### config.mk
export PLATFORM = sky130hd
export DESIGN_NAME = stream_substring_matcher_unit
export DESIGN_NICKNAME = d
export VERILOG_FILES = /design/src/sv/ssm_pkg.sv /design/src/sv/ssm_cell.sv /design/src/sv/ssm_tally.sv /design/src/sv/stream_substring_matcher_unit.sv
export VERILOG_INCLUDE_DIRS = /design/src /design/src/sv
export SDC_FILE = /design/constraint.sdc
export NUM_CORES = 1
export LEC_CHECK = 0
export BUFFER_PORTS_ARGS = -buffer_cell sky130_fd_sc_hd__buf_2
export CAP_MARGIN = 10
export CORE_ASPECT_RATIO = 0.75
export CORE_MARGIN = 10
export CORE_UTILIZATION = 40
export CTS_CLUSTER_DIAMETER = 100
export CTS_CLUSTER_SIZE = 40
export DETAILED_ROUTE_END_ITERATION = 16
export GPL_ROUTABILITY_DRIVEN = 0
export SYNTH_ARGS = -nofsm -noshare
export SYNTH_HDL_FRONTEND = slang
export SYNTH_SLANG_ARGS = --single-unit
### constraint.sdc
create_clock -name i_clk -period 5.6 [get_ports i_clk]
set_input_delay 0.84 -clock i_clk [delete_from_list [all_inputs] [get_ports i_clk]]
set_output_delay 0.84 -clock i_clk [all_outputs]
set_load 0.05 [all_outputs]
### src/sv/assert_macros.svh
// assertion macros shared by the substring matcher rtl
`ifndef ASSERT_MACROS_SVH
`define ASSERT_MACROS_SVH

// checked on every clock edge outside reset
`define SSM_ASSERT(label, prop, msg) \
    label: assert property (@(posedge i_clk) disable iff (!i_rst_n) prop) else $error(msg);

// checked on every clock edge, reset included
`define SSM_ASSERT_ALWAYS(label, prop, msg) \
    label: assert property (@(posedge i_clk) prop) else $error(msg);

`endif

### src/sv/ssm_pkg.sv
// constants, types and helper functions of the substring matcher
`timescale 1ns / 1ps
package ssm_pkg;

    localparam int PATTERN_MAX = 8;
    localparam int POS_BITS    = 16;
    localparam int CHAR_BITS   = 8;
    localparam int PAT_BITS    = 64;
    localparam int LEN_BITS    = 4;
    localparam int OUT_BITS    = 16;
    localparam int PAT_SEL_W   = $clog2(PAT_BITS / CHAR_BITS);
    localparam int CALC_W      = ((POS_BITS > OUT_BITS) ? POS_BITS : OUT_BITS) + 1;
    localparam int RES_BITS    = 1 + 3 * OUT_BITS + 1;
    localparam int TDATA_W     = ((RES_BITS + 7) / 8) * 8;
    localparam int TDATA_PAD   = TDATA_W - RES_BITS;
    localparam int IN_TDATA_W  = ((CHAR_BITS + 7) / 8) * 8;

    localparam logic [POS_BITS-1:0] POS_LIMIT = {POS_BITS{1'b1}};
    localparam logic [OUT_BITS-1:0] COUNT_MAX = {OUT_BITS{1'b1}};

    // configuration register indexes
    typedef enum logic [0:0] {
        CFG_PATTERN = 1'b0,
        CFG_LENGTH  = 1'b1
    } t_cfg_index;

    // one search result
    typedef struct packed {
        logic                found;
        logic [OUT_BITS-1:0] first_start;
        logic [OUT_BITS-1:0] last_start;
        logic [OUT_BITS-1:0] match_count;
        logic                text_overflow;
    } t_result;

    // per-transaction control from the stream side to the tally
    typedef struct packed {
        logic char_acc;
        logic end_acc;
        logic hit;
    } t_tally_ctl;

    // pattern length in effect: zero acts as one, large values clamp
    function automatic logic [LEN_BITS-1:0] used_length(input logic [LEN_BITS-1:0] len);
        logic [LEN_BITS-1:0] res;
        if (len == '0) begin
            res = LEN_BITS'(1);
        end else if (int'(len) > PATTERN_MAX) begin
            res = LEN_BITS'(PATTERN_MAX);
        end else begin
            res = len;
        end
        return res;
    endfunction

    // pattern byte that window cell j is compared against
    function automatic logic [CHAR_BITS-1:0] cell_pattern(input logic [PAT_BITS-1:0] pat,
                                                          input logic [LEN_BITS-1:0] used,
                                                          input int j);
        int k;
        logic [PAT_SEL_W-1:0] sel;
        k = int'(used) - 1 - j;
        sel = PAT_SEL_W'(k);
        if (k < 0) begin
            return '0;
        end
        return pat[{sel, 3'b000} +: CHAR_BITS];
    endfunction

endpackage

### src/sv/ssm_cell.sv
// one window cell: holds a character and compares its incoming one
`timescale 1ns / 1ps
module ssm_cell import ssm_pkg::*; (
    input  logic                 i_clk,
    input  logic                 i_rst_n,
    input  logic                 i_shift,
    input  logic                 i_clear,
    input  logic [CHAR_BITS-1:0] i_byte,
    input  logic [CHAR_BITS-1:0] i_pat_byte,
    input  logic                 i_active,
    output logic [CHAR_BITS-1:0] o_byte,
    output logic                 o_hit
);

    logic [CHAR_BITS-1:0] r_byte;
    logic [CHAR_BITS-1:0] n_byte;

    // shift in from the neighbor, clear at end of text
    always_comb begin
        n_byte = r_byte;
        if (i_clear) begin
            n_byte = '0;
        end else if (i_shift) begin
            n_byte = i_byte;
        end
    end

    always_ff @(posedge i_clk) begin
        if (!i_rst_n) begin
            r_byte <= '0;
        end else begin
            r_byte <= n_byte;
        end
    end

    // compare the byte this cell will hold after the shift
    assign o_hit  = !i_active || (i_byte == i_pat_byte);
    assign o_byte = r_byte;

endmodule

### src/sv/ssm_tally.sv
// position counter and match bookkeeping of the substring matcher
`timescale 1ns / 1ps
`include "assert_macros.svh"
module ssm_tally import ssm_pkg::*; (
    input  logic                i_clk,
    input  logic                i_rst_n,
    input  t_tally_ctl          i_ctl,
    input  logic [LEN_BITS-1:0] i_used_len,
    output t_result             o_result
);

    logic [POS_BITS-1:0] r_pos;
    logic [POS_BITS-1:0] n_pos;
    logic                r_sat;
    logic                n_sat;
    logic                r_any;
    logic                n_any;
    logic [OUT_BITS-1:0] r_first;
    logic [OUT_BITS-1:0] n_first;
    logic [OUT_BITS-1:0] r_last;
    logic [OUT_BITS-1:0] n_last;
    logic [OUT_BITS-1:0] r_count;
    logic [OUT_BITS-1:0] n_count;

    logic [POS_BITS:0]   pos_plus;
    logic                gate;
    logic                match;
    logic [CALC_W-1:0]   start_calc;
    logic [OUT_BITS-1:0] start;

    // a match counts once enough characters are in, or after saturation
    assign pos_plus   = {1'b0, r_pos} + (POS_BITS + 1)'(1);
    assign gate       = r_sat || (pos_plus >= (POS_BITS + 1)'(i_used_len));
    assign match      = i_ctl.char_acc && i_ctl.hit && gate;
    assign start_calc = CALC_W'(r_pos) + CALC_W'(1) - CALC_W'(i_used_len);
    assign start      = start_calc[OUT_BITS-1:0];

    // next state
    always_comb begin
        n_pos   = r_pos;
        n_sat   = r_sat;
        n_any   = r_any;
        n_first = r_first;
        n_last  = r_last;
        n_count = r_count;
        if (i_ctl.end_acc) begin
            n_pos   = '0;
            n_sat   = 1'b0;
            n_any   = 1'b0;
            n_first = '0;
            n_last  = '0;
            n_count = '0;
        end else if (i_ctl.char_acc) begin
            if (match) begin
                if (!r_any) begin
                    n_first = start;
                end
                n_last = start;
                n_any  = 1'b1;
                if (r_count != COUNT_MAX) begin
                    n_count = r_count + OUT_BITS'(1);
                end else begin
                    n_sat = 1'b1;
                end
            end
            if (r_pos == POS_LIMIT) begin
                n_sat = 1'b1;
            end else begin
                n_pos = r_pos + POS_BITS'(1);
            end
        end
    end

    always_ff @(posedge i_clk) begin
        if (!i_rst_n) begin
            r_pos   <= '0;
            r_sat   <= 1'b0;
            r_any   <= 1'b0;
            r_first <= '0;
            r_last  <= '0;
            r_count <= '0;
        end else begin
            r_pos   <= n_pos;
            r_sat   <= n_sat;
            r_any   <= n_any;
            r_first <= n_first;
            r_last  <= n_last;
            r_count <= n_count;
        end
    end

    // report the state as it stands before the end marker clears it
    assign o_result.found         = r_any;
    assign o_result.first_start   = r_first;
    assign o_result.last_start    = r_last;
    assign o_result.match_count   = r_count;
    assign o_result.text_overflow = r_sat;

    // checks
    `SSM_ASSERT(a_clear_after_end, i_ctl.end_acc |=> (r_count == '0 && !r_any && !r_sat && r_pos == '0), "text state not cleared after end marker")
    `SSM_ASSERT(a_any_tracks_count, r_any == (r_count != '0), "found flag and count disagree")

endmodule

### src/sv/stream_substring_matcher_unit.sv
// top level of the streaming substring matcher
`timescale 1ns / 1ps
`include "assert_macros.svh"
// Usage:
// Text enters on the slave stream, one character per transaction in tdata;
// a transaction with tlast high is the end marker and its tdata is ignored.
// The pattern (up to 8 bytes, first byte lowest) and its length are set
// through the write port: index 0 pattern bytes, index 1 pattern length.
// Write them only while no text is in flight.
// Each character shifts through a row of 8 window cells; all cells compare
// against the pattern in the same cycle, so one character is taken per clock while tready is high.
// On the end marker one result is registered into the output buffer for the master stream:
// found, first and last match start, overlapping match count, overflow flag.
// The text state then clears and the next text may follow at once.
// A two-entry output buffer lets input continue while a result waits;
// tready drops whenever two results are pending.
// Reset (synchronous, active low) clears the text state, the output buffer,
// and sets the pattern to zero with length one.
module stream_substring_matcher_unit import ssm_pkg::*; (
    input  logic                  i_clk,
    input  logic                  i_rst_n,
    // slave stream: tdata = text_char[7:0]; tlast = end_marker
    input  logic                  i_s_axis_tvalid,
    output logic                  o_s_axis_tready,
    input  logic [IN_TDATA_W-1:0] i_s_axis_tdata,
    input  logic                  i_s_axis_tlast,
    // master stream: tdata = found[0], first_start[16:1], last_start[32:17],
    // match_count[48:33], text_overflow[49], zero pad above
    output logic                  o_m_axis_tvalid,
    input  logic                  i_m_axis_tready,
    output logic [TDATA_W-1:0]    o_m_axis_tdata,
    // configuration write port
    input  logic                  i_cfg_we,
    input  t_cfg_index            i_cfg_index,
    input  logic [PAT_BITS-1:0]   i_cfg_data
);

    logic [PAT_BITS-1:0] r_pattern;
    logic [LEN_BITS-1:0] r_length;

    logic                in_acc;
    logic                char_acc;
    logic                end_acc;
    logic [LEN_BITS-1:0] used_len;

    logic [CHAR_BITS-1:0] cell_in  [PATTERN_MAX];
    logic [CHAR_BITS-1:0] cell_out [PATTERN_MAX];
    logic [PATTERN_MAX-1:0] cell_hit;

    t_tally_ctl          tally_ctl;
    t_result             tally_res;

    logic                r_out_valid;
    t_result             r_out_data;
    logic                r_skid_valid;
    t_result             r_skid_data;
    logic                pop;

    // configuration registers
    always_ff @(posedge i_clk) begin
        if (!i_rst_n) begin
            r_pattern <= '0;
            r_length  <= LEN_BITS'(1);
        end else if (i_cfg_we) begin
            case (i_cfg_index)
                CFG_PATTERN: r_pattern <= i_cfg_data;
                CFG_LENGTH:  r_length  <= i_cfg_data[LEN_BITS-1:0];
                default:     r_length  <= r_length;
            endcase
        end
    end

    assign used_len = used_length(r_length);

    // input handshake
    assign o_s_axis_tready = !r_skid_valid;
    assign in_acc          = i_s_axis_tvalid && o_s_axis_tready;
    assign char_acc        = in_acc && !i_s_axis_tlast;
    assign end_acc         = in_acc && i_s_axis_tlast;

    // row of window cells, newest character in cell 0
    genvar j;
    generate
        for (j = 0; j < PATTERN_MAX; j++) begin : g_cell
            if (j == 0) begin : g_head
                assign cell_in[j] = i_s_axis_tdata[CHAR_BITS-1:0];
            end else begin : g_link
                assign cell_in[j] = cell_out[j-1];
            end
            ssm_cell u_cell (
                .i_clk      (i_clk),
                .i_rst_n    (i_rst_n),
                .i_shift    (char_acc),
                .i_clear    (end_acc),
                .i_byte     (cell_in[j]),
                .i_pat_byte (cell_pattern(r_pattern, used_len, j)),
                .i_active   (int'(used_len) > j),
                .o_byte     (cell_out[j]),
                .o_hit      (cell_hit[j])
            );
        end
    endgenerate

    // match bookkeeping
    assign tally_ctl.char_acc = char_acc;
    assign tally_ctl.end_acc  = end_acc;
    assign tally_ctl.hit      = &cell_hit;

    ssm_tally u_tally (
        .i_clk      (i_clk),
        .i_rst_n    (i_rst_n),
        .i_ctl      (tally_ctl),
        .i_used_len (used_len),
        .o_result   (tally_res)
    );

    // two-entry output buffer
    assign pop = r_out_valid && i_m_axis_tready;

    always_ff @(posedge i_clk) begin
        if (!i_rst_n) begin
            r_out_valid  <= 1'b0;
            r_skid_valid <= 1'b0;
        end else if (pop) begin
            if (r_skid_valid) begin
                r_skid_valid <= end_acc;
            end else begin
                r_out_valid <= end_acc;
            end
        end else if (end_acc) begin
            if (r_out_valid) begin
                r_skid_valid <= 1'b1;
            end else begin
                r_out_valid <= 1'b1;
            end
        end
    end

    always_ff @(posedge i_clk) begin
        if (pop) begin
            if (r_skid_valid) begin
                r_out_data <= r_skid_data;
                if (end_acc) begin
                    r_skid_data <= tally_res;
                end
            end else if (end_acc) begin
                r_out_data <= tally_res;
            end
        end else if (end_acc) begin
            if (r_out_valid) begin
                r_skid_data <= tally_res;
            end else begin
                r_out_data <= tally_res;
            end
        end
    end

    // output stream
    assign o_m_axis_tvalid = r_out_valid;
    assign o_m_axis_tdata  = {{TDATA_PAD{1'b0}},
                              r_out_data.text_overflow,
                              r_out_data.match_count,
                              r_out_data.last_start,
                              r_out_data.first_start,
                              r_out_data.found};

    // checks
    `SSM_ASSERT(a_skid_needs_head, r_skid_valid |-> r_out_valid, "skid entry without head entry")
    `SSM_ASSERT(a_end_lands, (end_acc && !r_out_valid) |=> o_m_axis_tvalid, "end marker produced no result")

endmodule
### Word-level counts from Yosys, hierarchy flattened

Index checks and enable logic that the tools add are counted.

| storage, ports and cells | value |
|---|---|
| bits in registers | 292 |
| logic and storage cells | 172 |
| bits of input ports | 79 |
| output and inout port bits | 58 |

| operators by class | value |
|---|---|
| shifts and indexed selects | 8 |
| multiplexer cells | 45 |
| equal/unequal tests | 15 |
| $lt $le $gt $ge | 18 |
| reduce and logical (&&, ||, !) cells | 43 |
| bitwise logic cells | 4 |
| add/sub/neg operators | 12 |

Operators with widths:

| kind | count |
|---|---|
| indexed part select 64 x 7 -> 8 bit | 8 |
| two-way mux 50 bit | 9 |
| less-than comparator 32 x 1 -> 1 bit, second input constant | 6 |
| two-way mux 8 bit | 16 |
| equality test 8 bit | 8 |
| adder 16 x 1 -> 16 bit, second input constant | 2 |
| subtractor 5 x 4 -> 6 bit, second input constant | 4 |
| two-way mux 1 bit | 18 |
| adder 16 x 1 -> 17 bit, second input constant | 1 |
| greater-or-equal comparator 17 x 4 -> 1 bit | 1 |
| equality test 16 bit, second input constant | 1 |
| greater-than comparator 4 x 3 -> 1 bit, second input constant | 4 |
| != test 16 bit, second input constant | 1 |
| subtractor 16 x 4 -> 16 bit | 1 |
| AND reduction 2 bit | 6 |
| AND reduction 3 bit | 4 |
| subtractor 5 x 3 -> 6 bit, second input constant | 2 |
| logical NOT 1 bit | 10 |
| logical OR 1 bit | 9 |
| greater-than comparator 4 x 1 -> 1 bit, second input constant | 2 |
| greater-than comparator 4 x 2 -> 1 bit, second input constant | 2 |
| two-way mux 4 bit | 2 |
| != test 2 bit, second input constant | 4 |
| AND reduction 8 bit | 1 |
| 12 further kinds | 23 |

### Longest topological paths before layout

| depth | value |
|---|---|
| word-level depth | 15 |
| gate-level depth with buffers | 23 |
| mapped depth without buffers | 18 |

### Cells and area by module

From an unflattened synthesis, not the netlist that was laid out.

| unflattened totals | value |
|---|---|
| cells, all modules | 1590 |
| area, all modules | 15636.2 µm² |

Modules (own cells, without submodules):

| module | area each (µm²) | times used | seq. area each (µm²) | cells an instance |
|---|---|---|---|---|
| stream_substring_matcher_unit | 8871.0 | 1 | 4404.2 | 860 |
| ssm_tally | 3722.3 | 1 | 1321.3 | 426 |
| ssm_cell | 380.4 | 8 | 160.2 | 38 |

### Worst setup path before layout

No wires, ideal clock.

| timing | value |
|---|---|
| kind | register -> register |
| start point | reg r_length[3] |
| end point | reg u_tally.r_count[9] |
| data arrival time | 5203 ps |
| buffers on the path | 7 |
| period minus slack after synthesis | 5272 ps |
| setup time | 70 ps |
| data required time | 5530 ps |
| path slack | 328 ps |
| cell stages (with the launch flop) | 21 |
| cells stage by stage | dfxtp_1 > buf_6 > nand2b_1 > clkbuf_1 > ha_1 > buf_2 > buf_6 > buf_6 > buf_4 > inv_2 > ha_1 > a311oi_1 > a22oi_1 > xnor2_1 > nor4_1 > a22oi_1 > or4_4 > or3_4 > buf_6 > or4_1 > a21oi_1 |

| between the ends | value |
|---|---|
| word-level cells in the longest chain between the ends | 14 |
| elaborated cells between the ends (all ways) | 82 |
| classes of those cells | add/sub (8); order compare (18); eq/ne (8); shift (8); mux (18); reduce/logical (22) |

RTL lines:

| what | line | text |
|---|---|---|
| start: declaration | stream_substring_matcher_unit.sv:39 | `logic [LEN_BITS-1:0] r_length;` |
| start signal: assignment | stream_substring_matcher_unit.sv:67 | `CFG_LENGTH: r_length <= i_cfg_data[LEN_BITS-1:0];` |
| start signal: assignment | stream_substring_matcher_unit.sv:68 | `default: r_length <= r_length;` |
| greater-than comparator 4 bit | ssm_pkg.sv:48 | `end else if (int'(len) > PATTERN_MAX) begin` |
| two-way mux 4 bit | ssm_pkg.sv:48 |  |
| two-way mux 4 bit * | ssm_pkg.sv:46 | `if (len == '0) begin` |
| subtractor 4 x 1 -> 5 bit | ssm_pkg.sv:62 | `k = int'(used) - 1 - j;` |
| subtractor 5 x 2 -> 6 bit (tied with other cells) | ssm_pkg.sv:62 |  |
| less-than comparator 32 x 1 -> 1 bit or less-than comparator 6 x 1 -> 1 bit (tied branches) | ssm_pkg.sv:64 | `if (k < 0) begin` |
| two-way mux 1 bit | ssm_pkg.sv:64 |  |
| two-way mux 8 bit | ssm_pkg.sv:67 | `return pat[{sel, 3'b000} +: CHAR_BITS];` |
| equality test 8 bit | ssm_cell.sv:37 | `assign o_hit = !i_active \|\| (i_byte == i_pat_byte);` |
| logical OR 1 bit | ssm_cell.sv:37 |  |
| AND reduction 8 bit | stream_substring_matcher_unit.sv:107 | `assign tally_ctl.hit = &cell_hit;` |
| logical AND 1 bit | ssm_tally.sv:34 | `assign match = i_ctl.char_acc && i_ctl.hit && gate;` |
| logical AND 1 bit * | ssm_tally.sv:34 |  |
| AND reduction 3 bit (no line) * | - |  |
| end signal: assignment | ssm_tally.sv:88 | `r_count <= n_count;` |
| end: declaration | ssm_tally.sv:22 | `logic [OUT_BITS-1:0] r_count;` |

Mark *: on every way between the ends. The rest lies on a longest branch, timed or not.
A chain may end at the register's enable or synchronous reset.

### Worst setup path in the final report

| timing | value |
|---|---|
| start point | reg r_length[3] |
| end point | reg u_tally.r_count[7] |

The elaborated chain is that of the path after synthesis.

==> out/metrics.cfg <==
[power_and_ir_drop]
power_density_mw_per_mm2 = 246
p_leak_nw = 6.45
vdd_drop_max_v = 0.000222

[route]
drc_errors = 0
wl_per_cell_um = 20.9
ant_nets = 0
routed_wl_mm = 49.5
routed_via_density = 5.83
drtPass1Iterations = 7
vias = 13800
dr.first_iter.drc_count = 1498

[yosys]
synth_edf_count = 100
synth_warnings = 0
synth.distinct_cells = 87
syn-cell-area_mm2 = 0.0167
async_reset_ff_share_pct = 0
synthFlopType = dfxtp_1
seq_area_frac_synth_pct = 41.1
synth_area_per_cell_um2 = 9.56
postSynthCellCount = 1742
synth-seq-cells = 292

[floorplanning]
initial_utilization_pct = 40.7
fp.dieW_um = 256
core-area_mm2 = 0.0409
rows = 64
dieArea_mm2 = 0.0503
die_h_um = 197
io-pin-count = 137

[hold_path]
min_from = u_tally.r_first[10]$_SDFFE_PP0P_
hold_end = r_skid_data[43]$_DFFE_PP_
holdPathStages = 0
hp-class = flip-flop to flip-flop

[critical_path]
required_ps = 6030
worstPathMaxFanout = 51
reg2reg_to = u_tally.r_count[7]$_SDFFE_PP0P_
reg2reg_from = r_length[3]$_SDFFE_PN0P_
worstPathArrival_ps = 5880
end_kind = flip-flop
critical_path_class = flip-flop to flip-flop
r2r_slack_ps = 150
start_kind = flip-flop
r2r_cells = 14

[final_layout]
layout-drive-gt1-share_pct = 19.9
syn2layout_area_growth_pct = 10.0
layout_commonest_cell = nand2_1
final_nets = 1897
n_antenna_cell = 0
final_cell_mix = nand2_1 (211), dfxtp_1 (190), buf_2 (130)
fin_util_pct = 44.8

[sta]
tns_ps = 0
hold_violations = 0
clock_skew_ps = 50.1
slew_headroom_pct = 22.2
rsz0062_at_grt = no
slew_violations = 0
finalSetupViolations = 0
fin_crit_sh_pct = 97.3
min_period_ps = 5450
fmax_mhz = 184
max_slew.worst_pin.slew_ps = 1150

[global_route]
grt_pass1_vias = 13000
grt_max_degree = 128
grt_usage_pct = 18.7
grt_pass1_wl_mm = 76.0
antenna_found_initial = 0
gr-total-overflow = 0

[clock_network]
cts.path.max_buffers = 3
clock_latency_ps = 550
hold_buffers = 0
cts.clk_slew.worst_paths_ps = 130
cts_max_level = 1
root_buffer = clkbuf_16
cts_tree = done
cts_sinks = 292
numCtsBuffers = 15

[job]
cap_violations = 0

[run_status]
status = completed

[place]
dpl.hpwl_mm = 36.3
io_buffers = 130

==> report_power, final <==
| group | switching (mW) | internal, mW |
|---|---|---|
| sequential | 0.0647 | 2.24 |
| clock | 0.843 | 0.574 |
| combinational | 0.504 | 0.290 |
| total | 1.41 | 3.10 |
==> timing repair <==
action | CTS | global route
resized for setup | 0 | 6
buffers inserted | 0 | 0
endpoints found under the setup margin | 0 | 13
==> layout make-up <==
type | count | area, um^2
Clock buffer | 17 | 383
Multi-Input combinational cell | 1277 | 9060
Inverter | 44 | 165
Timing Repair Buffer | 170 | 951
Fill cell | 3927 | 22600
Sequential cell | 292 | 6850
Tap cell | 561 | 702
Clock inverter | 8 | 213
==> how the worst max path moves through the flow <==
stage	endpoint	depth (start not counted)	startpoint
after floorplan	u_tally.r_count[9]$_SDFFE_PP0P_	20	r_length[3]$_SDFFE_PN0P_
final	u_tally.r_count[7]$_SDFFE_PP0P_	14	r_length[3]$_SDFFE_PN0P_
after global placement	u_tally.r_count[15]$_SDFFE_PP0P_	13	r_length[3]$_SDFFE_PN0P_
after global routing	u_tally.r_count[7]$_SDFFE_PP0P_	13	r_length[3]$_SDFFE_PN0P_
after CTS	u_tally.r_count[7]$_SDFFE_PP0P_	13	r_length[3]$_SDFFE_PN0P_
after detailed placement	u_tally.r_count[15]$_SDFFE_PP0P_	13	r_length[3]$_SDFFE_PN0P_
==> synthesized netlist by cell type, types with 7 or more instances <==
| cell | number | area, um^2 |
|---|---|---|
| o21a_1 | 10 | 75.1 |
| o21ai_0 | 57 | 285 |
| buf_6 | 10 | 113 |
| nand2_1 | 211 | 792 |
| a31oi_1 | 13 | 81.3 |
| or2_2 | 7 | 43.8 |
| o211ai_1 | 18 | 135 |
| mux2i_1 | 73 | 731 |
| inv_1 | 39 | 146 |
| or3_1 | 12 | 75.1 |
| dfxtp_1 | 192 | 3840 |
| nand4_1 | 15 | 93.8 |
| xor2_1 | 14 | 123 |
| a21o_1 | 7 | 52.6 |
| a21oi_1 | 99 | 495 |
| edfxtp_1 | 100 | 3000 |
| mux4_2 | 21 | 473 |
| o311ai_0 | 7 | 61.3 |
| buf_1 | 15 | 56.3 |
| o31ai_1 | 11 | 82.6 |
| nor3b_1 | 51 | 383 |
| nor4_1 | 13 | 81.3 |
| nand3_1 | 39 | 195 |
| xnor2_1 | 54 | 473 |
| buf_4 | 17 | 128 |
| a31o_2 | 18 | 158 |
| nor2b_1 | 60 | 375 |
| nand2b_1 | 21 | 131 |
| nor2_1 | 68 | 255 |
| a211oi_1 | 9 | 67.6 |
| a21boi_0 | 70 | 526 |
| or4_1 | 15 | 113 |
| a22oi_1 | 22 | 165 |
| mux2_2 | 81 | 912 |
| o32ai_1 | 7 | 61.3 |
| nor3_1 | 29 | 145 |
| clkbuf_1 | 74 | 278 |
| buf_2 | 17 | 85.1 |
| o22ai_1 | 9 | 56.3 |
| and3_1 | 10 | 62.6 |
| ha_1 | 17 | 213 |
==> worst max-delay path, cell delays in order, from the launching register on <==
cell      delay [ps]
dfxtp_2          380
nand2b_1         370
ha_4             490
buf_4            340
mux2i_1          420
o21ai_0          170
o211ai_1         210
a21o_1           160
and4b_1          290
a41oi_1          160
or4_1            430
or4_4            570
or3_4            640
or4_1            530
a21oi_1          150
==> logic make-up (layout without fill, tap and decap cells) <==
family,Yosys count,in the layout,share of synthesized area (%)
compound gates,417,417,17.2
mux,175,175,12.7
buf+inv,178,239,4.98
xor+xnor,69,69,3.74
other cells,1,6,0.0225
fa+ha+maj,18,18,1.40
flops,292,292,41.1
simple gates,592,592,18.9
==> per-layer routing <==
metal	wire (um)	vias to the layer above	global-route usage (%)	part of all wire, %
met4	1110	0	3.96	2.2
met5	0	-	0	0
met1	22400	6723	26.0	45
met3	4690	84	5.57	9.5
li1	-	6460	-	-
met2	21300	543	28.1	43
==> stage by stage <==
stage	power, mW	hold slack [ps]	cell area (um^2)	setup WS [ps]	instances
after floorplan	2.89	424	16700	328	1747
after global placement	3.10	442	17700	195	2344
after detailed placement	3.12	442	17700	99.9	2344
after CTS	4.54	470	18300	76.8	2369
after global routing	4.69	490	18300	24.9	2369
final	4.51	475	18300	151	2369
==> registers in the layout (all words and copies together), names as in the netlist <==
name and flops:
r_pattern 64, g_cell.u_cell.o_byte 56, o_m_axis_tdata 50, r_skid_data 50
u_tally.r_count 16, u_tally.r_first 16, u_tally.r_last 16, u_tally.r_pos 16
r_length 4, o_m_axis_tvalid 1, r_skid_valid 1, u_tally.r_any 1
u_tally.r_sat 1
No activity file was read; power rests on OpenSTA's default activity.
